<file path="src/rtl/bcs_pkg.sv">
package bcs_pkg;

    // Character codes the scanner looks for
    localparam logic [7:0] CH_NUL    = 8'h00;
    localparam logic [7:0] CH_STAR   = 8'h2A;
    localparam logic [7:0] CH_SLASH  = 8'h2F;
    localparam logic [7:0] CH_QUOTE  = 8'h22;
    localparam logic [7:0] CH_BSLASH = 8'h5C;
    localparam logic [7:0] CH_NL     = 8'h0A;
    localparam logic [7:0] CH_SPACE  = 8'h20;
    localparam logic [7:0] CH_TAB    = 8'h09;
    localparam logic [7:0] CH_CR     = 8'h0D;

    typedef enum logic [1:0] {
        MODE_NORMAL,
        MODE_STRING,
        MODE_ESCAPE,
        MODE_LINE
    } t_mode;

    typedef enum logic [1:0] {
        ST_IDLE,
        ST_RUN,
        ST_FINISH
    } t_state;

    typedef enum logic [2:0] {
        CMD_NONE,
        CMD_ACCEPT,
        CMD_PUSH_WS,
        CMD_POP,
        CMD_PRODUCE,
        CMD_FINISH
    } t_op;

    typedef struct packed {
        t_op op;
    } t_cmd;

    typedef struct packed {
        logic emit_left;
        logic emit_ws;
        logic held_empty;
        logic held_full;
        logic can_produce;
        logic out_free;
        logic eob;
        logic drop;
    } t_status;

    function automatic logic is_ws(input logic [7:0] b);
        return b inside {CH_SPACE, [CH_TAB:CH_CR]};
    endfunction

endpackage

</file>
<file path="src/rtl/block_comment_stripper.sv">
// Block comment stripper: takes one text byte per input word and returns the same text with
// every C block comment (delimiters and newlines included) turned into spaces. Double-quoted
// strings (backslash escapes, ended by a quote or newline) and line comments starting at the
// byte written to the configuration register (zero disables) shield their contents. A slash is
// held back one byte to spot a comment opener. Block-comment state carries across buffers and
// is cleared by start_of_file; string and line-comment state end with each buffer. Whitespace
// runs are parked in a HOLD_DEPTH-byte store; if the buffer had anything blanked, trailing
// whitespace is dropped at end_of_buffer, otherwise it is released. When the store overflows
// the oldest byte is sent out and can no longer be trimmed. The last word of every buffer
// carries buffer_done, was_changed and block_open; a buffer end that yields no byte gives one
// word with has_byte low. Items are handled one at a time: each is accepted, then every byte
// sent out of the scanner or released from the whitespace store is handled in turn (one store
// access per cycle), and the item closes once the output side is free. The input stall is high
// while an item is in progress. Write the configuration register only while the block is idle.
module block_comment_stripper #(
    parameter int HOLD_DEPTH = 32
) (
    input  logic       i_clk,
    input  logic       i_rst_n,
    // configuration
    input  logic       i_cfg_we,
    input  logic [7:0] i_cfg_data,
    // input words
    input  logic       i_valid,
    output logic       o_stall,
    input  logic [7:0] i_data_byte,
    input  logic       i_end_of_buffer,
    input  logic       i_start_of_file,
    // output words
    output logic       o_valid,
    input  logic       i_stall,
    output logic [7:0] o_out_byte,
    output logic       o_has_byte,
    output logic       o_buffer_done,
    output logic       o_was_changed,
    output logic       o_block_open
);
    import bcs_pkg::*;

    t_cmd    cmd;
    t_status status;

    // Sequencer: accept, walk the emit list and store flushes, close the item
    bcs_ctrl u_ctrl (
        .i_clk    (i_clk),
        .i_rst_n  (i_rst_n),
        .i_valid  (i_valid),
        .i_status (status),
        .o_stall  (o_stall),
        .o_cmd    (cmd)
    );

    // Scanner, whitespace store, pending slot and output register
    bcs_datapath #(
        .HOLD_DEPTH (HOLD_DEPTH)
    ) u_datapath (
        .i_clk           (i_clk),
        .i_rst_n         (i_rst_n),
        .i_cfg_we        (i_cfg_we),
        .i_cfg_data      (i_cfg_data),
        .i_data_byte     (i_data_byte),
        .i_end_of_buffer (i_end_of_buffer),
        .i_start_of_file (i_start_of_file),
        .i_stall         (i_stall),
        .i_cmd           (cmd),
        .o_status        (status),
        .o_valid         (o_valid),
        .o_out_byte      (o_out_byte),
        .o_has_byte      (o_has_byte),
        .o_buffer_done   (o_buffer_done),
        .o_was_changed   (o_was_changed),
        .o_block_open    (o_block_open)
    );

endmodule

</file>
<file path="src/rtl/bcs_ctrl.sv">
module bcs_ctrl (
    input  logic            i_clk,
    input  logic            i_rst_n,
    input  logic            i_valid,
    input  bcs_pkg::t_status i_status,
    output logic            o_stall,
    output bcs_pkg::t_cmd   o_cmd
);
    import bcs_pkg::*;

    t_state r_state;
    t_state n_state;

    always_ff @(posedge i_clk) begin
        if (!i_rst_n) begin
            r_state <= ST_IDLE;
        end else begin
            r_state <= n_state;
        end
    end

    // Next state
    always_comb begin
        n_state = r_state;
        case (r_state)
            ST_IDLE: begin
                if (i_valid) begin
                    n_state = ST_RUN;
                end
            end
            ST_RUN: begin
                if (!i_status.emit_left &&
                    (!i_status.eob || i_status.drop || i_status.held_empty)) begin
                    n_state = ST_FINISH;
                end
            end
            ST_FINISH: begin
                if (i_status.out_free) begin
                    n_state = ST_IDLE;
                end
            end
            default: n_state = ST_IDLE;
        endcase
    end

    // Commands to the datapath
    always_comb begin
        o_cmd.op = CMD_NONE;
        o_stall  = (r_state != ST_IDLE);
        case (r_state)
            ST_IDLE: begin
                if (i_valid) begin
                    o_cmd.op = CMD_ACCEPT;
                end
            end
            ST_RUN: begin
                if (i_status.emit_left) begin
                    if (i_status.emit_ws) begin
                        // full store pushes its oldest byte out first
                        if (!i_status.held_full || i_status.can_produce) begin
                            o_cmd.op = CMD_PUSH_WS;
                        end
                    end else if (i_status.can_produce) begin
                        o_cmd.op = i_status.held_empty ? CMD_PRODUCE : CMD_POP;
                    end
                end else if (i_status.eob && !i_status.drop && !i_status.held_empty &&
                             i_status.can_produce) begin
                    o_cmd.op = CMD_POP;
                end
            end
            ST_FINISH: begin
                if (i_status.out_free) begin
                    o_cmd.op = CMD_FINISH;
                end
            end
            default: o_cmd.op = CMD_NONE;
        endcase
    end

endmodule

</file>
<file path="src/rtl/bcs_datapath.sv">
module bcs_datapath #(
    parameter int HOLD_DEPTH = 32
) (
    input  logic             i_clk,
    input  logic             i_rst_n,
    input  logic             i_cfg_we,
    input  logic [7:0]       i_cfg_data,
    input  logic [7:0]       i_data_byte,
    input  logic             i_end_of_buffer,
    input  logic             i_start_of_file,
    input  logic             i_stall,
    input  bcs_pkg::t_cmd    i_cmd,
    output bcs_pkg::t_status o_status,
    output logic             o_valid,
    output logic [7:0]       o_out_byte,
    output logic             o_has_byte,
    output logic             o_buffer_done,
    output logic             o_was_changed,
    output logic             o_block_open
);
    import bcs_pkg::*;

    localparam int PTR_W = $clog2(HOLD_DEPTH);
    localparam int CNT_W = $clog2(HOLD_DEPTH + 1);
    localparam logic [CNT_W-1:0] FULL_CNT = CNT_W'(HOLD_DEPTH);
    localparam logic [PTR_W-1:0] LAST_PTR = PTR_W'(HOLD_DEPTH - 1);
    localparam logic [CNT_W:0]   WRAP_SUM = (CNT_W + 1)'(HOLD_DEPTH);

    // Configuration and scanner state
    logic [7:0] r_lcc;
    t_mode      r_mode;
    logic       r_in_block;
    logic       r_star;
    logic       r_slash;
    logic       r_changed;

    // Current item: up to two bytes to emit plus buffer-end flags
    logic [7:0] r_em0;
    logic [7:0] r_em1;
    logic [1:0] r_nem;
    logic [1:0] r_idx;
    logic       r_eob;
    logic       r_chg;
    logic       r_blk;

    // Whitespace hold store (circular)
    logic [7:0]       r_mem [HOLD_DEPTH];
    logic [7:0]       r_rd;
    logic [PTR_W-1:0] r_head;
    logic [PTR_W-1:0] n_head;
    logic [CNT_W-1:0] r_count;
    logic [CNT_W-1:0] n_count;

    // Pending result and output register
    logic       r_pend_valid;
    logic       n_pend_valid;
    logic [7:0] r_pend_byte;
    logic [7:0] n_pend_byte;
    logic       r_out_valid;

    // Decode of the incoming word
    t_mode      d_mode;
    logic       d_ib;
    logic       d_st;
    logic       d_slash;
    logic       d_chg;
    logic       d_opened;
    logic [7:0] d_e0;
    logic [7:0] d_e1;
    logic [1:0] d_n;

    logic [7:0]       cur_byte;
    logic [CNT_W:0]   tail_sum;
    logic [CNT_W:0]   tail_wrap;
    logic [PTR_W-1:0] tail;
    logic [PTR_W-1:0] head_inc;
    logic             held_full;
    logic             held_empty;
    logic             out_free;
    logic             wr_en;
    logic             prod;
    logic [7:0]       prod_byte;
    logic             idx_adv;
    logic             load;
    logic [7:0]       ld_byte;
    logic             ld_has;
    logic             ld_done;
    logic             ld_chg;
    logic             ld_blk;

    always_comb begin
        d_ib     = i_start_of_file ? 1'b0 : r_in_block;
        d_st     = i_start_of_file ? 1'b0 : r_star;
        d_slash  = r_slash;
        d_chg    = r_changed;
        d_mode   = r_mode;
        d_opened = 1'b0;
        d_e0     = CH_NUL;
        d_e1     = CH_NUL;
        d_n      = 2'd0;
        if (i_data_byte != CH_NUL) begin
            if (d_ib) begin
                d_e0  = CH_SPACE;
                d_n   = 2'd1;
                d_chg = 1'b1;
                if (d_st && i_data_byte == CH_SLASH) begin
                    d_ib = 1'b0;
                    d_st = 1'b0;
                end else begin
                    d_st = (i_data_byte == CH_STAR);
                end
            end else begin
                case (d_mode)
                    MODE_STRING: begin
                        if (i_data_byte == CH_BSLASH) begin
                            d_mode = MODE_ESCAPE;
                        end else if (i_data_byte == CH_NL || i_data_byte == CH_QUOTE) begin
                            d_mode = MODE_NORMAL;
                        end
                        d_e0 = i_data_byte;
                        d_n  = 2'd1;
                    end
                    MODE_ESCAPE: begin
                        d_mode = MODE_STRING;
                        d_e0   = i_data_byte;
                        d_n    = 2'd1;
                    end
                    MODE_LINE: begin
                        if (i_data_byte == CH_NL) begin
                            d_mode = MODE_NORMAL;
                        end
                        d_e0 = i_data_byte;
                        d_n  = 2'd1;
                    end
                    default: begin
                        if (d_slash) begin
                            d_slash = 1'b0;
                            if (i_data_byte == CH_STAR) begin
                                d_e0     = CH_SPACE;
                                d_e1     = CH_SPACE;
                                d_n      = 2'd2;
                                d_ib     = 1'b1;
                                d_st     = 1'b0;
                                d_chg    = 1'b1;
                                d_opened = 1'b1;
                            end else begin
                                d_e0 = CH_SLASH;
                                d_n  = 2'd1;
                            end
                        end
                        if (!d_opened) begin
                            if (i_data_byte == CH_QUOTE ||
                                (r_lcc != CH_NUL && i_data_byte == r_lcc)) begin
                                if (i_data_byte == CH_QUOTE) begin
                                    d_mode = MODE_STRING;
                                end else if (i_data_byte != CH_NL) begin
                                    d_mode = MODE_LINE;
                                end
                                if (d_n == 2'd0) begin
                                    d_e0 = i_data_byte;
                                end else begin
                                    d_e1 = i_data_byte;
                                end
                                d_n = d_n + 2'd1;
                            end else if (i_data_byte == CH_SLASH) begin
                                d_slash = 1'b1;
                            end else begin
                                if (d_n == 2'd0) begin
                                    d_e0 = i_data_byte;
                                end else begin
                                    d_e1 = i_data_byte;
                                end
                                d_n = d_n + 2'd1;
                            end
                        end
                    end
                endcase
            end
        end
        // flush a held-back slash at buffer end
        if (i_end_of_buffer && d_slash) begin
            d_slash = 1'b0;
            if (d_n == 2'd0) begin
                d_e0 = CH_SLASH;
            end else begin
                d_e1 = CH_SLASH;
            end
            d_n = d_n + 2'd1;
        end
    end

    assign cur_byte   = (r_idx == 2'd0) ? r_em0 : r_em1;
    assign tail_sum   = (CNT_W + 1)'(r_head) + (CNT_W + 1)'(r_count);
    assign tail_wrap  = (tail_sum >= WRAP_SUM) ? (tail_sum - WRAP_SUM) : tail_sum;
    assign tail       = tail_wrap[PTR_W-1:0];
    assign head_inc   = (r_head == LAST_PTR) ? '0 : r_head + 1'b1;
    assign held_full  = (r_count == FULL_CNT);
    assign held_empty = (r_count == '0);
    assign out_free   = !r_out_valid || !i_stall;

    // Hold store moves
    always_comb begin
        wr_en     = 1'b0;
        n_head    = r_head;
        n_count   = r_count;
        prod      = 1'b0;
        prod_byte = r_rd;
        idx_adv   = 1'b0;
        case (i_cmd.op)
            CMD_PUSH_WS: begin
                wr_en   = 1'b1;
                idx_adv = 1'b1;
                if (held_full) begin
                    prod   = 1'b1;
                    n_head = head_inc;
                end else begin
                    n_count = r_count + 1'b1;
                end
            end
            CMD_POP: begin
                prod    = 1'b1;
                n_head  = head_inc;
                n_count = r_count - 1'b1;
            end
            CMD_PRODUCE: begin
                prod      = 1'b1;
                prod_byte = cur_byte;
                idx_adv   = 1'b1;
            end
            CMD_FINISH: begin
                if (r_eob) begin
                    n_count = '0;
                end
            end
            default: ;
        endcase
    end

    // A result waits in the pending slot until we know whether it closes the buffer
    always_comb begin
        n_pend_valid = r_pend_valid;
        n_pend_byte  = r_pend_byte;
        load         = 1'b0;
        ld_byte      = r_pend_byte;
        ld_has       = 1'b1;
        ld_done      = 1'b0;
        ld_chg       = 1'b0;
        ld_blk       = 1'b0;
        if (prod) begin
            load         = r_pend_valid;
            n_pend_valid = 1'b1;
            n_pend_byte  = prod_byte;
        end
        if (i_cmd.op == CMD_FINISH) begin
            if (r_pend_valid) begin
                load         = 1'b1;
                n_pend_valid = 1'b0;
                ld_done      = r_eob;
                ld_chg       = r_eob & r_chg;
                ld_blk       = r_eob & r_blk;
            end else if (r_eob) begin
                load    = 1'b1;
                ld_byte = CH_NUL;
                ld_has  = 1'b0;
                ld_done = 1'b1;
                ld_chg  = r_chg;
                ld_blk  = r_blk;
            end
        end
    end

    always_ff @(posedge i_clk) begin
        if (!i_rst_n) begin
            r_lcc        <= CH_NUL;
            r_mode       <= MODE_NORMAL;
            r_in_block   <= 1'b0;
            r_star       <= 1'b0;
            r_slash      <= 1'b0;
            r_changed    <= 1'b0;
            r_nem        <= 2'd0;
            r_idx        <= 2'd0;
            r_eob        <= 1'b0;
            r_chg        <= 1'b0;
            r_blk        <= 1'b0;
            r_head       <= '0;
            r_count      <= '0;
            r_pend_valid <= 1'b0;
            r_out_valid  <= 1'b0;
        end else begin
            if (i_cfg_we) begin
                r_lcc <= i_cfg_data;
            end
            if (i_cmd.op == CMD_ACCEPT) begin
                r_mode     <= i_end_of_buffer ? MODE_NORMAL : d_mode;
                r_in_block <= d_ib;
                r_star     <= i_end_of_buffer ? 1'b0 : d_st;
                r_slash    <= d_slash;
                r_changed  <= i_end_of_buffer ? 1'b0 : d_chg;
                r_nem      <= d_n;
                r_idx      <= 2'd0;
                r_eob      <= i_end_of_buffer;
                r_chg      <= d_chg;
                r_blk      <= d_ib;
            end else if (idx_adv) begin
                r_idx <= r_idx + 2'd1;
            end
            r_head       <= n_head;
            r_count      <= n_count;
            r_pend_valid <= n_pend_valid;
            if (load) begin
                r_out_valid <= 1'b1;
            end else if (!i_stall) begin
                r_out_valid <= 1'b0;
            end
        end
    end

    // Payload: emit bytes, pending byte, output word
    always_ff @(posedge i_clk) begin
        if (i_cmd.op == CMD_ACCEPT) begin
            r_em0 <= d_e0;
            r_em1 <= d_e1;
        end
        r_pend_byte <= n_pend_byte;
        if (load) begin
            o_out_byte    <= ld_byte;
            o_has_byte    <= ld_has;
            o_buffer_done <= ld_done;
            o_was_changed <= ld_chg;
            o_block_open  <= ld_blk;
        end
    end

    // Hold store memory; read port follows the next head, bypass a same-cycle write
    always_ff @(posedge i_clk) begin
        if (wr_en) begin
            r_mem[tail] <= cur_byte;
        end
        r_rd <= (wr_en && tail == n_head) ? cur_byte : r_mem[n_head];
    end

    assign o_valid              = r_out_valid;
    assign o_status.emit_left   = (r_idx != r_nem);
    assign o_status.emit_ws     = is_ws(cur_byte);
    assign o_status.held_empty  = held_empty;
    assign o_status.held_full   = held_full;
    assign o_status.can_produce = !r_pend_valid || out_free;
    assign o_status.out_free    = out_free;
    assign o_status.eob         = r_eob;
    assign o_status.drop        = r_chg;

endmodule

</file>
<file path="config.mk">
export PLATFORM = sky130hd
export DESIGN_NAME = block_comment_stripper
export DESIGN_NICKNAME = d
export VERILOG_FILES = /design/src/rtl/bcs_pkg.sv /design/src/rtl/block_comment_stripper.sv /design/src/rtl/bcs_ctrl.sv /design/src/rtl/bcs_datapath.sv
export SDC_FILE = /design/constraint.sdc
export NUM_CORES = 1
export LEC_CHECK = 0
export ABC_AREA = 1
export BUFFER_PORTS_ARGS = -buffer_cell sky130_fd_sc_hd__clkbuf_2
export CAP_MARGIN = 15
export CORE_MARGIN = 3
export CORE_UTILIZATION = 35
export DETAILED_ROUTE_END_ITERATION = 10
export PLACE_DENSITY = 0.59
export SYNTH_ARGS = -nofsm -noshare
export SYNTH_HDL_FRONTEND = slang
export SYNTH_SLANG_ARGS = --single-unit
</file>
<file path="constraint.sdc">
create_clock -name i_clk -period 3.1 [get_ports i_clk]
set_input_delay 0.31 -clock i_clk [delete_from_list [all_inputs] [get_ports i_clk]]
set_output_delay 0.31 -clock i_clk [all_outputs]
set_load 0.1 [all_outputs]
</file>
* After elaboration in Yosys (flattened, before gate mapping)
Memory sizes are Yosys's and may differ from the RTL's. A register that Yosys moved wholly into a read port is not among the register bits.
Index checks and enable logic that the tools add are counted.
** Operators by class
- Bitwise operators :: 4
- $lt $le $gt $ge :: 3
- Reduce and logical (&&, ||, !) cells :: 44
- Mux-type cells :: 123
- $add $sub $neg :: 8
- Equality and inequality tests :: 31
** Operator list (count)
- 2-to-1 mux 8 bit :: 25
- 2-to-1 mux 2 bit :: 27
- 2-to-1 mux 1 bit :: 53
- == test 8 x 6 -> 1 bit (second input constant) :: 4
- 2-to-1 mux 6 bit :: 3
- one-hot mux 6 bit (3 select lines) :: 1
- nonzero test 8 bit :: 2
- 2-to-1 mux 3 bit :: 5
- 2-to-1 mux 5 bit :: 3
- one-hot mux 2 bit (3 select lines) :: 2
- one-hot mux 5 bit (2 select lines) :: 1
- one-hot mux 3 bit (3 select lines) :: 1
- == test 8 x 4 -> 1 bit (second input constant) :: 1
- == test 8 x 7 -> 1 bit (second input constant) :: 1
- == test 8 bit :: 1
- >= comparator 8 x 4 -> 1 bit (second input constant) :: 1
- <= comparator 8 x 4 -> 1 bit (second input constant) :: 1
- logical AND 1 bit :: 8
- zero test 1 bit :: 8
- zero test 2 bit :: 4
- != test 2 x 1 -> 1 bit (second input constant) :: 4
- != test 8 x 4 -> 1 bit (second input constant) :: 1
- AND reduction 8 bit :: 1
- OR reduction 2 bit :: 4
- 31 further kinds :: 51
** Word-level totals
- Word-level logic and storage cells :: 237
- Memories :: 1
- RAM bits :: 256
- Output and inout bits :: 14
- Flip-flop bits (word level) :: 71
** Memory list
- u_datapath.r_mem :: depth 32, width 8, read ports 1, clocked after Yosys merged registers in 1, wr ports 1, RTL line bcs_datapath.sv:47 : logic [7:0] r_mem [HOLD_DEPTH];

* Logic depth before layout (Yosys ltp)
- Word-level depth :: 16
- Mapped depth :: 23

* By module
From an unflattened synthesis, not the netlist that was laid out.
** Second synthesis, totals
- Cell total of the unflattened synthesis :: 1344
- Area total of the unflattened synthesis :: 14490.1 um^2
** Modules (own cells, without submodules)
- bcs_datapath :: area an instance 14283.7 um^2, times used 1, seq. area each 9529.1 um^2, cells an instance 1307
- bcs_ctrl :: area an instance 206.4 um^2, times used 1, seq. area each 40.0 um^2, cells an instance 37

* Least setup slack after synthesis
Ideal clock, no wire load.
- Path type :: register to register
- Start :: register u_datapath.r_idx[0]
- End :: register u_datapath.r_count[5]
- Stages on the path, launching flop included :: 24
- Period minus slack after synthesis :: 3288 ps
- Arrival :: 3218 ps
- Data required time :: 3030 ps
- Library setup time :: 70 ps
- Slack :: -188 ps
- Path buffers :: 0
- Path through :: dfxtp_1 inv_1 ha_1 inv_2 nand2_1 nand2_1 nor2_1 nor2_1 nor2_1 nand3_1 nand3_1 nand2_1 nand2_1 inv_1 ha_1 nand3_1 nand3_1 nand2_1 nand2_1 a21oi_1 xor2_1 xor2_1 nand2_1 a21oi_1
** Between the ends
- Word-level cells in the longest chain between the ends :: 11
- Elaborated cells on any way between the ends :: 19
- Classes of those cells :: order compare: 2; eq/ne: 7; mux: 5; reduce/logical: 5
** RTL lines
- start, declared :: RTL line bcs_datapath.sv:41 : logic [1:0] r_idx;
- start signal, assigned :: RTL line bcs_datapath.sv:305 : r_idx <= r_idx + 2'd1;
- zero test 2 bit * :: RTL line bcs_datapath.sv:192 : assign cur_byte = (r_idx == 2'd0) ? r_em0 : r_em1;
- 2-to-1 mux 8 bit * :: RTL line bcs_datapath.sv:192
- named net u_datapath.cur_byte[5] :: RTL line bcs_datapath.sv:72 : logic [7:0] cur_byte;
- >= comparator 8 x 4 -> 1 bit or <= comparator 8 x 4 -> 1 bit (tied branches) :: RTL line bcs_pkg.sv:52 : return b inside {CH_SPACE, [CH_TAB:CH_CR]};
- logical AND 1 bit :: RTL line bcs_pkg.sv:52
- nonzero test 2 bit * :: RTL line bcs_pkg.sv:52
- 2-to-1 mux 3 bit * :: RTL line bcs_ctrl.sv:58 : if (i_status.emit_ws) begin
- 2-to-1 mux 3 bit * :: RTL line bcs_ctrl.sv:57 : if (i_status.emit_left) begin
- one-hot mux 3 bit (3 select lines) * :: RTL line bcs_ctrl.sv:50 : case (r_state)
- == test 3 bit or == test 3 x 2 -> 1 bit (tied branches) :: RTL line bcs_datapath.sv:209 : case (i_cmd.op)
- != test 2 x 1 -> 1 bit (no line) (tied with other cells)
- AND reduction 3 bit (no line)
- end signal, assigned :: RTL line bcs_datapath.sv:308 : r_count <= n_count;
- end, declared :: RTL line bcs_datapath.sv:51 : logic [CNT_W-1:0] r_count;
The timed path passes the listed nets; every way through them passes the cells marked *.
A chain may end at the register's enable or synchronous reset.

* Worst setup path in the final report
- Start :: register u_datapath.r_idx[1]
- End :: memory u_datapath.r_mem[16][2] (enable)
** Between the ends
- Word-level cells in the longest chain between the ends :: 12
- Elaborated cells on any way between the ends :: 15
- Classes of those cells :: order compare: 2; eq/ne: 3; mux: 7; reduce/logical: 3
** RTL lines
- zero test 2 bit * :: RTL line bcs_datapath.sv:192
- 2-to-1 mux 8 bit * :: RTL line bcs_datapath.sv:192
- named net u_datapath.cur_byte[2] :: RTL line bcs_datapath.sv:72
- >= comparator 8 x 4 -> 1 bit or <= comparator 8 x 4 -> 1 bit (tied branches) :: RTL line bcs_pkg.sv:52
- logical AND 1 bit :: RTL line bcs_pkg.sv:52
- nonzero test 2 bit * :: RTL line bcs_pkg.sv:52
- 2-to-1 mux 3 bit * :: RTL line bcs_ctrl.sv:58
- 2-to-1 mux 3 bit * :: RTL line bcs_ctrl.sv:57
- one-hot mux 3 bit (3 select lines) * :: RTL line bcs_ctrl.sv:50
- == test 3 x 2 -> 1 bit * :: RTL line bcs_datapath.sv:209
- 2-to-1 mux 1 bit * :: RTL line bcs_datapath.sv:209
- 2-to-1 mux 1 bit * :: RTL line bcs_datapath.sv:336 : if (wr_en) begin
- 2-to-1 mux 1 bit (implied by the code) * :: RTL line bcs_datapath.sv:337 : r_mem[tail] <= cur_byte;
- end, declared :: RTL line bcs_datapath.sv:47
Marks and branches as above.

==> results.cfg <==
[power_and_ir_drop]
ir_worst_vdd_mv = 0.373
power.internal_w = 0.00774
switching_share = 0.240
power_frac_clock = 0.400
p_sw_w = 0.00245
p_per_area_mw_per_mm2 = 603
pwr-share-seq = 0.505
comb_power_share = 0.095
total_leakage_power_nw = 6.09
power_w = 0.0102

[setup_path]
r2r_start = u_datapath.r_idx[1]
arrival_ns = 3.13
cp.required_ns = 3.33
ff2ff_setup_slack_ns = 0.20
critPathKind = flip-flop to flip-flop
reg2reg_depth = 18
worstSetupStartpoint = u_datapath.r_idx[1]
worst_setup_path_end_kind = flip-flop
startpoint_type = flip-flop
path_max_fanout = 12
rr_endpoint = u_datapath.r_mem[16][2]
cp-endpoint = u_datapath.r_mem[16][2]

[floorplan]
core.rowCount = 73
dieHeight_um = 209
ios = 37
dieArea_mm2 = 0.0436
die_x_um = 209
core_mm2 = 0.0402
initial_core_util = 0.358

[worst_hold_path]
min_path_type = input port to flip-flop
hp-start = i_cfg_data[6]

[clocking]
cts_buffers = 37
h-tree-depth = 2
clock_sinks = 332
root_buffer = clkbuf_16
cts.clk_slew.worst_paths_ns = 0.06
insertion_delay_ns = 0.53
cts_buffer_depth = 3
cts_tree = yes

[global_route]
grt_pass1_wl_mm = 55.1
gr-total-overflow = 0
antenna_found_initial = 0
grt.total_usage = 0.160
grt_pass1_vias = 9836
grt_max_degree = 129

[detailed_routing]
wl_per_cell_um = 18.1
route.detailed.drc = 0
ant_nets = 0
wl_mm = 35.4
drt_iter0_markers = 773
via_per_inst = 5.14
num_vias = 10100
first_pass_iters = 7

[cells_and_area]
drive_gt1_frac = 0.157
antennaDiodeCount = 0
fin_util = 0.420
syn_to_final_growth_pct = 17.3
layout.nets = 1440

[placed_design]
hpwl_mm = 22.3
gp_congestion = 0.900
place_ws_ns = -0.0351
port_buffers = 36

[synth]
synth_area_leaders = edfxtp_1, nor2_1, o21ai_0, dfxtp_1, nand2_1
synth_area_per_cell_um2 = 11.0
yosysWarnings = 0
synthCells = 1306
synth_top_cell_area_share = 0.609
postSynth.asyncResetShare = 0
synth_commonest_cells = edfxtp_1, nor2_1, o21ai_0
synthDistinctLibCells = 45
syn_nets = 1343
yosysMostFrequentCell = edfxtp_1
synth.largest_area_cell = edfxtp_1
synth_flop_cell = edfxtp_1
seq_area_frac_synth = 0.665
yosys_register_bits = 332
synth_edf_count = 292
syn-cell-area_mm2 = 0.0144

[timing]
finalWorstSetupSlack_ns = 0.197
period_share = 0.936
max_freq_mhz = 344
relSlewSlack = 0.570
period_needed_ns = 2.90
tightestPinTransition_ns = 0.645
hold-worst-slack_ns = 0.0185
setup_viol = 0
finalSetupTns_ns = 0
hold_viol = 0
slew_violations = 0
fin_worst_skew_ns = 0.0149
rsz0062_at_grt = yes

[status]
status = finished clean

[flow_run]
cap_violations = 0
## per-layer routing
metal | vias up | share of wire | track usage
li1 | 4867 | - | -
met1 | 4852 | 0.45 | 0.221
met2 | 273 | 0.48 | 0.262
met3 | 61 | 0.055 | 0.0258
met4 | 0 | 0.024 | 0.0476
met5 | - | 0 | 0
## metrics by stage
| step | cells | area [um^2] |
|---|---|---|
| 2_1_floorplan | 1306 | 14400 |
| 3_3_place_gp | 1882 | 15600 |
| 3_5_place_dp | 1882 | 15600 |
| 4_1_cts | 1952 | 16800 |
| 5_1_grt | 1955 | 16900 |
| 6_report | 1955 | 16900 |
## critical path, cell delays in order (launching register included)
cell,delay [ns]
dfxtp_2,0.32
inv_1,0.06
ha_4,0.17
buf_6,0.14
nand2_1,0.06
inv_1,0.06
nor2_4,0.11
buf_4,0.12
inv_1,0.04
nand2_1,0.06
nand2_1,0.07
nor2_2,0.15
nand3_1,0.10
nand2_2,0.09
nand2_4,0.10
inv_6,0.13
nand4_2,0.38
nor2_1,0.23
buf_4,0.21
## sequential cells by signal, summed over array words and instances, names as in the netlist, named ones only
name	cells
u_datapath.o_was_changed	1
u_datapath.o_block_open	1
u_datapath.r_pend_valid	1
u_datapath.r_changed	1
u_datapath.r_count	6
u_datapath.o_out_byte	8
u_datapath.r_head	5
u_datapath.r_star	1
u_datapath.r_mode	2
u_datapath.r_em1	8
u_datapath.r_nem	2
u_datapath.r_em0	8
u_datapath.o_has_byte	1
u_datapath.r_pend_byte	8
u_datapath.r_mem	256
u_datapath.r_in_block	1
u_datapath.r_lcc	8
u_datapath.o_buffer_done	1
u_ctrl.r_state	2
u_datapath.r_chg	1
u_datapath.r_eob	1
u_datapath.r_idx	2
u_datapath.o_valid	1
u_datapath.r_slash	1
## repair_timing
action                                 in CTS  in global routing
hold buffers                                3                  0
setup endpoints to repair                   1                 71
endpoints found under the hold margin       3                  0
pin swaps                                   0                 13
resized for setup                           3                 25
buffers inserted                            1                  3
## cells in the final DEF (no fill, tap or decap), types with 4 or more instances in the layout
master / instances
a21oi_1: 15
buf_4: 70
clkbuf_1: 14
clkbuf_16: 37
clkbuf_2: 36
clkinv_1: 7
clkinv_2: 6
dfxtp_1: 34
dfxtp_2: 5
edfxtp_1: 292
ha_1: 9
inv_1: 91
nand2_1: 135
nand2_2: 14
nand2_4: 4
nand3_1: 52
nand4_1: 5
nor2_1: 237
nor2_2: 5
nor3_1: 7
nor4_1: 4
o211ai_1: 38
o211ai_2: 5
o21ai_0: 162
o221ai_1: 32
o22ai_1: 36
or2_2: 7
xnor2_1: 6
xor2_1: 6
## area by class of cell
| cell class | count | area, um^2 |
|---|---|---|
| Inverter | 102 | 400 |
| Sequential cell | 332 | 9580 |
| Fill cell | 3816 | 23300 |
| Clock inverter | 15 | 129 |
| Tap cell | 525 | 657 |
| Clock buffer | 51 | 978 |
| Timing Repair Buffer | 113 | 807 |
| Multi-Input combinational cell | 817 | 4340 |
## power groups by stage
stage	Clock (W)	Combinational, W	Sequential, W
CTS	0.00416	0.000940	0.00514
detailed placement	0	0.000932	0.00524
finish	0.00407	0.000971	0.00515
global route	0.00434	0.00108	0.00515
global placement	0	0.000913	0.00524
floorplan	0	0.000558	0.00525
## logic make-up after synthesis
logic type / count (synthesis) / synth area share
buf+inv: 157 / 0.0422
simple gates: 483 / 0.142
mux: 3 / 0.00209
fa+ha+maj: 14 / 0.0132
compound gates: 305 / 0.128
flops: 332 / 0.665
xor+xnor: 12 / 0.00730
## worst min path at each step
stage                           end  depth (start not counted)
5_1_grt         u_datapath.r_lcc[7]                          3
6_report        u_datapath.r_lcc[6]                          3
3_3_place_gp   u_datapath.r_changed                          2
4_1_cts         u_datapath.r_lcc[7]                          3
2_1_floorplan  u_datapath.r_changed                          2
3_5_place_dp   u_datapath.r_changed                          2
(Power assumes the default switching activity.)
